[config.mk]
export PLATFORM = sky130hd
export DESIGN_NAME = qvrm_sqrt_step
export DESIGN_NICKNAME = d
export VERILOG_FILES = /design/src/rtl/core/qvrm_pkg.sv /design/src/rtl/core/qvrm_sqrt_step.sv
export SDC_FILE = /design/constraint.sdc
export NUM_CORES = 1
export LEC_CHECK = 0
export ABC_AREA = 1
export BUFFER_PORTS_ARGS = -buffer_cell sky130_fd_sc_hd__buf_2
export CORE_AREA = 4 4 476 478
export DETAILED_ROUTE_END_ITERATION = 10
export DIE_AREA = 0 0 480 482
export GPL_TIMING_DRIVEN = 0
export HOLD_SLACK_MARGIN = 0.02
export PLACE_DENSITY = 0.34
export SLEW_MARGIN = 20
export SYNTH_ARGS = -nofsm -noshare
export SYNTH_HDL_FRONTEND = slang
export SYNTH_SLANG_ARGS = --single-unit
[constraint.sdc]
create_clock -name clk -period 1.6 [get_ports clk]
set_input_delay 0.08 -clock clk [delete_from_list [all_inputs] [get_ports clk]]
set_output_delay 0.08 -clock clk [all_outputs]
set_load 0.05 [all_outputs]
[src/rtl/core/qvrm_pkg.sv]
// Shared constants, payload types and the output rounding function.
package qvrm_pkg;

  localparam int FRAC_BITS = 30;
  localparam int DATA_W    = 32;
  localparam int PROD_W    = 2 * DATA_W;
  localparam int SUM_W     = PROD_W + 2;
  localparam int ROOT_W    = FRAC_BITS + 1;
  localparam int RAD_W     = 2 * ROOT_W;
  localparam int REM_W     = ROOT_W + 3;
  localparam int NUM_M     = 9;
  localparam int IN_W      = 3 * DATA_W;
  localparam int OUT_W     = NUM_M * DATA_W;

  localparam logic [SUM_W-1:0] ONE = SUM_W'(1) << (2 * FRAC_BITS);

  typedef struct packed {
    logic signed [DATA_W-1:0] x;
    logic signed [DATA_W-1:0] y;
    logic signed [DATA_W-1:0] z;
    logic signed [PROD_W-1:0] xx;
    logic signed [PROD_W-1:0] yy;
    logic signed [PROD_W-1:0] zz;
    logic signed [PROD_W-1:0] xy;
    logic signed [PROD_W-1:0] xz;
    logic signed [PROD_W-1:0] yz;
    logic                     flag;
  } side_t;

  typedef struct packed {
    logic [RAD_W-1:0]  rad;
    logic [REM_W-1:0]  rem;
    logic [ROOT_W-1:0] root;
  } root_t;

  // Round magnitude to nearest, ties away from zero, then saturate to 32 bits.
  // off selects the off-diagonal scaling (factor two folded into the shift).
  function automatic logic [DATA_W-1:0] round_sat(logic [SUM_W-1:0] mag, logic neg,
                                                  logic off);
    logic [SUM_W:0] rnd;
    logic [SUM_W:0] q;
    logic [DATA_W-1:0] res;
    rnd = {1'b0, mag} + (off ? ((SUM_W+1)'(1) << (FRAC_BITS - 2))
                             : ((SUM_W+1)'(1) << (FRAC_BITS - 1)));
    q = off ? (rnd >> (FRAC_BITS - 1)) : (rnd >> FRAC_BITS);
    if (!neg) begin
      res = (q > (SUM_W+1)'(32'h7FFF_FFFF)) ? 32'h7FFF_FFFF : q[DATA_W-1:0];
    end else begin
      res = (q > (SUM_W+1)'(33'h1_0000_0000 >> 1)) ? 32'h8000_0000
                                                   : (~q[DATA_W-1:0]) + 32'd1;
    end
    return res;
  endfunction

endpackage

[src/rtl/core/qvrm_sqrt_step.sv]
// One registered step of the digit-by-digit square root, payload carried along.
module qvrm_sqrt_step (
  input  logic             clk,
  input  logic             rst_n,
  input  logic             en,
  input  logic             in_valid,
  input  qvrm_pkg::root_t  in_root,
  input  qvrm_pkg::side_t  in_side,
  output logic             valid_r,
  output qvrm_pkg::root_t  root_r,
  output qvrm_pkg::side_t  side_r
);

  logic [qvrm_pkg::REM_W-1:0] rem_sh;
  logic [qvrm_pkg::REM_W-1:0] trial;
  logic                       ge;
  qvrm_pkg::root_t            root_nxt;

  always_comb begin
    rem_sh = {in_root.rem[qvrm_pkg::REM_W-3:0], in_root.rad[qvrm_pkg::RAD_W-1 -: 2]};
    trial  = qvrm_pkg::REM_W'({in_root.root, 2'b01});
    ge     = (rem_sh >= trial);
    root_nxt.rad  = in_root.rad << 2;
    root_nxt.rem  = ge ? (rem_sh - trial) : rem_sh;
    root_nxt.root = {in_root.root[qvrm_pkg::ROOT_W-2:0], ge};
  end

  always_ff @(posedge clk) begin
    if (!rst_n) begin
      valid_r <= 1'b0;
    end else if (en) begin
      valid_r <= in_valid;
    end
  end

  always_ff @(posedge clk) begin
    if (en) begin
      root_r <= root_nxt;
      side_r <= in_side;
    end
  end

endmodule

Yosys cells after proc, flatten, opt, wreduce, memory -nomap -nowiden
Cells that the tools add are included.
Storage, ports and cells
  register bits after elaboration: 607
  input bits: 612
Operators by class
  $add $sub $neg: 1
  order comparisons: 1
  multiplexer cells: 1
Operators with widths (number)
  $ge A34 B33 Y1: 1
  $mux W34: 1
  $sub A34 B33 Y34: 1

Longest topological paths before layout
Gate-level depths: netlist (run 1).
  depth after elaboration: 2
  mapped depth: 16
  mapped depth without buffers: 15

Worst setup path after synthesis (run 1)
Ideal clock, no wire load.
  path kind: in2reg
  start: input port in_root[22] (netlist bit)
  end: register root_r[52] (netlist bit), data pin
  data arrival time: 1.457 ns
  required time: 1.347 ns
  path slack: -0.110 ns
  stages on the path: 13
  buffers on the path: 1
  cell sequence: inv_1 ha_1 nand2_1 inv_1 a21oi_1 nand2_1 nand2_1 nand3b_1 nor2_1 nand2_4 buf_6 nand3_1 nand2_1
RTL lines
  start, declared: line qvrm_sqrt_step.sv:7  | input qvrm_pkg::root_t in_root,
  end signal, assigned: line qvrm_sqrt_step.sv:38  | root_r <= root_nxt;
  end, declared: line qvrm_sqrt_step.sv:10  | output qvrm_pkg::root_t root_r,

==> metrics.md, run 1 <==
| Metric | Value |
|---|---|
| Status | `finished, violations left` |
| Failing checks | `negative hold slack` |
| Largest net degree at the start of global routing | `76` |
| Area grow syn2layout | `107%` |
| Worst-Skew Late Latency | `0.74 ns` |
| Drt total wl | `~170000 um` |
| Period minus WS final | `approximately 1.5 ns` |
| Slew headroom | `0.614` |
| Vias per inst | `slightly above 3` |
| Worst Hold Class | `in -> reg` |
| Post-synth EDFFs | `around 600` |
| Synth Area per Inst | `16.9 um^2` |
| Cell area after synthesis | `about 0.021 mm^2` |
| Crit start category | `input pin` |
| Starting Density | `0.0964` |
| 1st-iter DRT viols | `between 900 and 1000` |
| Kind of end point of the critical path | `flip-flop` |
| Clock root cell | `clkbuf_16` |
| Drt drc | `0` |
| H-tree Lvls | `3` |
| Post-DP HPWL | `around 140000 um` |
| F_max | `651 MHz` |
| Final WS setup | `approximately 0.063 ns` |
| Core ar. | `about 0.22 mm^2` |
| Fin util | `0.199` |
| Seq/Total Area, Yosys | `0.852` |
| Worst-case vdd ir drop | `0.853 mV` |
| DIE AREA | `around 0.23 mm^2` |
| Cell Rows | `between 150 and 200` |
| RSZ-0062 raised after global routing | `true` |
| Buffers on Ports | `around 1200` |
| First-pass GRT wire length | `between 200000 and 250000 um` |
| GPL Wtd Cong | `approximately 0.87` |
| Fin. Hold Viols | `just over 70` |
| Reg clk slew, reported paths | `0.06 ns` |
| Die span in x | `around 480 um` |
| Placed Area | `0.0319 mm^2` |
| Vias in the first global route | `a little over 20000` |
| GRT Overall Usage | `0.138` |
| Vias | `19800` |
| Clock skew | `0 ns` |
| Final hold slack | `-0.295 ns` |
| Ports | `1221` |
| Post-route ant nets | `0` |
| Pre-CTS setup slack | `-1.02 ns` |
| Max-slew violations | `0` |
| Setup violations, final | `0` |
| Number of buffers created by CTS | `between 80 and 90` |
| Fin crit share | `0.960` |
| Syn Inst Count | `approximately 1300` |
| Setup TNS | `0 ns` |
| Leak | `approximately 18 nW` |
| WS Path Type | `in -> reg` |
| Nets | `slightly above 4000` |
| Clock Path Buffers | `3` |
| Max FO, Critical Path | `10` |
| Synth unique cells | `32` |
| Grt ovf | `0` |
| Fillers | `roughly 24000` |
| Share of layout cells above drive strength 1 | `0.414` |
| Required time worst endpoint | `~2.0 ns` |
| Synthesized flop and latch total | `roughly 610` |
| CTS tree | `built` |
| Critical path arrival | `1.95 ns` |
| Routed length per placed instance | `around 26 um` |
| Initial antenna violation count | `112` |
| Ys flop type | `edfxtp_1` |
| Max cap viols | `0` |
| Syn. warnings | `0` |
| Finished Cell Area | `between 0.04 and 0.05 mm^2` |
| PwrDens | `about 1200 mW/mm^2` |
| Slew @ Worst Pin | `slightly below 0.6 ns` |
| Async SR Flop Fraction | `0` |
| Clock sinks | `about 600` |
| Die height | `a little under 500 um` |
| Pre-antenna DRT Iters | `4` |
-- path summary, 6_finish.rpt --
kind                                        endpoint                 start  slack [ns]  depth (start not counted)
worst max-delay path            root_r[43]$_DFFE_PP_           in_root[13]        0.06                         16
worst min-delay path            root_r[61]$_DFFE_PP_           in_root[59]       -0.30                          3
worst max register to register  valid_r$_SDFFE_PN0P_  valid_r$_SDFFE_PN0P_        0.38                          3
worst min register to register  valid_r$_SDFFE_PN0P_  valid_r$_SDFFE_PN0P_        1.13                          3
-- worst max-delay path, cell delays in order --
cell and delay, ns:
buf_2 0.19, inv_1 0.13, ha_4 0.30, nand2_1 0.05
nand2_1 0.10, nand2_1 0.06, nand2_1 0.09, o21bai_2 0.13
inv_1 0.06, nand2_2 0.11, nand2_1 0.07, nand2_2 0.08
nand2_4 0.11, buf_6 0.18, nand2_1 0.06, nand2_1 0.11
-- layout make-up --
class	count	area, um^2	share of cell area
multi-input cells	518	3100	0.0701
flip-flops and latches	607	18200	0.412
diodes	40	100	0.00226
repair buffers	2096	15400	0.349
well taps	2975	3720	0.0842
inverters	135	507	0.0115
clock inverters	67	816	0.0185
clock buffers	97	2240	0.0506
plain buffers	8	82.6	0.00187
-- flip-flops by register name (all words and copies together) (netlist names) --
signal	count
valid_r	1
root_r	125
side_r	481
-- power breakdown --
part	internal [W]	total [W]	switching [W]
logic	0.00357	0.0120	0.00847
registers	0.0190	0.0194	0.000376
clock network	0.0122	0.0209	0.00867
-- Yosys cell counts, drive strengths merged (4+ instances only) --
cell / count / area share
o21bai: 4 / 0.0016
o21ai: 9 / 0.0021
nand2: 302 / 0.054
nand4: 7 / 0.0020
nand3: 35 / 0.0087
nor2: 60 / 0.011
edfxtp: 606 / 0.85
xor2: 14 / 0.0057
a21oi: 27 / 0.0067
buf: 8 / 0.0039
inv: 135 / 0.024
nor3: 4 / 0.0012
nand3b: 12 / 0.0042
ha: 33 / 0.019
-- through the flow --
stage | power (W) | std cells
6_report | 0.0523 | 6543
5_1_grt | 0.0547 | 6523
4_1_cts | 0.0537 | 6487
3_5_place_dp | 0.0299 | 5467
3_3_place_gp | 0.0302 | 5459
2_1_floorplan | 0.0255 | 1268
-- metal layers --
metal	vias up	wire length, um	GRT usage
li1	8956	-	-
met2	962	86800	0.256
met1	9549	60600	0.146
met5	-	98	0
met3	294	14700	0.0532
met4	14	5270	0.0364
-- logic make-up after synthesis --
family	count (synthesis)	share of synthesized area
xor+xnor	16	0.00655
buf+inv	143	0.0276
simple gates	425	0.0835
compound gates	42	0.0111
flops	607	0.852
fa+ha+maj	33	0.0193
other cells	1	0.000175
-- what timing repair did --
item,CTS,global route
hold endpoints to repair,762,171
gates cloned,2,1
pin swaps,0,1
endpoints found under the setup margin,277,86
setup buffers,0,1
resized for setup,122,24
hold buffers,854,14
-- cells in the final DEF (no fill, tap or decap), types with 3 or more instances in the layout --
cell type and instances:
inv_1 122, buf_2 1093, nor2_4 7, nand3b_1 12
clkinv_4 6, clkinv_16 5, xor2_1 14, nand3_1 33
edfxtp_1 606, dlygate4sd3_1 868, o21ai_0 7, nand2_4 7
clkinvlp_4 7, nor3_1 3, nand2_1 284, nand4_1 7
nand2_2 11, inv_2 13, a21oi_2 5, o21bai_1 3
clkbuf_4 7, clkinv_1 21, clkbuf_1 9, clkinv_2 10
buf_6 11, buf_4 113, clkbuf_16 89, buf_16 9
nor2_1 45, bufinv_16 12, nor2_2 8, inv_6 4
a21oi_1 22, diode_2 40, ha_4 31
No activity file was read; power rests on OpenSTA's default activity.
==> run 2, diff against run 1 <==
--- a/config.mk
+++ b/config.mk
@@ -10,9 +10,11 @@
 export CORE_AREA = 4 4 476 478
 export DETAILED_ROUTE_END_ITERATION = 10
 export DIE_AREA = 0 0 480 482
+export GPL_ROUTABILITY_DRIVEN = 0
 export GPL_TIMING_DRIVEN = 0
 export HOLD_SLACK_MARGIN = 0.02
 export PLACE_DENSITY = 0.34
+export SETUP_SLACK_MARGIN = 0.4
 export SLEW_MARGIN = 20
 export SYNTH_ARGS = -nofsm -noshare
 export SYNTH_HDL_FRONTEND = slang
==> metrics.md, run 2 (synthesis results as in run 1) <==
| Metric | Value |
|---|---|
| DIE AREA | `0.231 mm^2` |
| Fin crit share | `0.917` |
| Period minus WS final | `1.47 ns` |
| Setup TNS | `0 ns` |
| Drt drc | `0` |
| H-tree Lvls | `3` |
| Die span in x | `480 um` |
| RSZ-0062 raised after global routing | `true` |
| Worst-Skew Late Latency | `~0.7 ns` |
| Area grow syn2layout | `127%` |
| Post-DP HPWL | `approximately 140000 um` |
| Max FO, Critical Path | `1` |
| Slew @ Worst Pin | `0.562 ns` |
| Nets | `roughly 4100` |
| Vias per inst | `a little over 3` |
| Vias in the first global route | `roughly 21000` |
| Clock sinks | `607` |
| Buffers on Ports | `approximately 1200` |
| 1st-iter DRT viols | `about 1000` |
| Slowest stage cell, crit path | `edfxtp_1` |
| Cell Rows | `between 150 and 200` |
| CP max stage delay | `approximately 0.47 ns` |
| Clock root cell | `clkbuf_16` |
| Slew headroom | `0.625` |
| Ports | `about 1200` |
| Most common cell after layout, fill and taps aside | `dlygate4sd3_1` |
| Crit-path cells | `buf_6` |
| Largest register FFs | `481` |
| Routed length per placed instance | `between 20 and 30 um` |
| Hold path cells | `3` |
| Setup violations, final | `0` |
| PwrDens | `around 1100 mW/mm^2` |
| Core ar. | `around 0.22 mm^2` |
| Crit path buffers/inverters | `1` |
| Fin. Hold Viols | `87` |
| Die height | `482 um` |
| Leak | `19.8 nW` |
| Largest net degree at the start of global routing | `between 80 and 90` |
| FF-to-FF path depth | `2` |
| Reg clk slew, reported paths | `about 0.06 ns` |
| Worst Hold Class | `in -> reg` |
| Crit start category | `flip-flop` |
| Vias | `20200` |
| Final hold slack | `-0.282 ns` |
| Status | `finished, violations left` |
| Required time worst endpoint | `around 1.5 ns` |
| Max-slew violations | `0` |
| Drt total wl | `~170000 um` |
| Pre-antenna DRT Iters | `5` |
| Pre-CTS setup slack | `-0.947 ns` |
| First-pass GRT wire length | `~210000 um` |
| Number of buffers created by CTS | `87` |
| Critical Path Stages | `1` |
| Largest regs | `side_r x481, root_r x125, valid_r x1` |
| CTS tree | `built` |
| Clock skew | `0 ns` |
| Finished Cell Area | `about 0.049 mm^2` |
| Clock Path Buffers | `3` |
| Reg with most FFs | `side_r` |
| Max cap viols | `0` |
| Placed Area | `0.0320 mm^2` |
| WS Path Type | `reg -> out` |
| Final WS setup | `roughly 0.13 ns` |
| Pwr Total | `0.0540 W` |
| F_max | `682 MHz` |
| Fillers | `23800` |
| Kind of end point of the critical path | `primary output` |
| Critical path arrival | `between 1 and 1.5 ns` |
| Post-route ant nets | `0` |
| Commonest cells after routing, fill and taps aside | `dlygate4sd3_1 (881), buf_6 (619), edfxtp_1 (606), buf_2 (587), nand2_1 (222)` |
| Starting Density | `0.0964` |
| Grt ovf | `0` |
| CP top delay family | `flip-flops` |
| Share of layout cells above drive strength 1 | `0.444` |
| Initial antenna violation count | `~120` |
| Failing checks | `negative hold slack` |
| Worst-case vdd ir drop | `around 0.75 mV` |
| GRT Overall Usage | `0.139` |
| Fin util | `0.219` |
## run 2: changes by cell type in the layout (fill, tap and decap cells not counted), sizes merged
cell	previous run	this run
buf	1227	1258
bufbuf	1	2
bufinv	12	9
clkbuf	105	104
clkinv	43	39
clkinvlp	7	6
diode	40	53
dlygate4sd3	868	881
inv	140	141
## run 2: path summary, 6_finish.rpt
check	startpoint	to	slack [ns]
worst min register to register	valid_r$_SDFFE_PN0P_	valid_r$_SDFFE_PN0P_	0.54
worst max register to register	valid_r$_SDFFE_PN0P_	valid_r$_SDFFE_PN0P_	0.97
worst min-delay path	in_root[44]	root_r[46]$_DFFE_PP_	-0.28
worst max-delay path	side_r[23]$_DFFE_PP_	side_r[23]	0.13
## run 2: report_power, final
part / switching [W] / internal (W)
clock: 0.00865 / 0.0117
combinational: 0.00872 / 0.00528
sequential: 0.000674 / 0.0191
## run 2: metrics by stage
stage | cells | hold slack (ns)
after floorplan | 1268 | 0.173
after global placement | 5459 | 0.256
after detailed placement | 5466 | 0.258
after CTS | 6505 | -0.502
after global routing | 6571 | -0.340
final | 6593 | -0.282
## run 2: area by class of cell
type	instances	area [um^2]	share of cell area
Inverter	135	534	0.0110
Clock buffer	102	2240	0.0461
Sequential cell	607	18200	0.375
Timing Repair Buffer	2135	19400	0.400
Antenna cell	53	133	0.00273
Clock inverter	60	688	0.0141
Tap cell	2975	3720	0.0765
Buffer	8	108	0.00221
Multi-Input combinational cell	518	3550	0.0731
## run 2: per-layer routing
metal | part of all wire | up-vias | GRT usage
met5 | 0.00059 | - | 0
met4 | 0.040 | 16 | 0.0456
met3 | 0.094 | 320 | 0.0570
met2 | 0.52 | 1018 | 0.256
met1 | 0.35 | 9799 | 0.141
li1 | - | 9033 | -
## run 2: timing repair
action | 4_1_cts | 5_1_grt
endpoints found under the setup margin | 871 | 726
gates cloned | 4 | 2
hold buffers | 853 | 29
pin swaps | 31 | 39
gates resized for setup | 543 | 1226
setup buffers | 20 | 5
endpoints found under the hold margin | 687 | 110
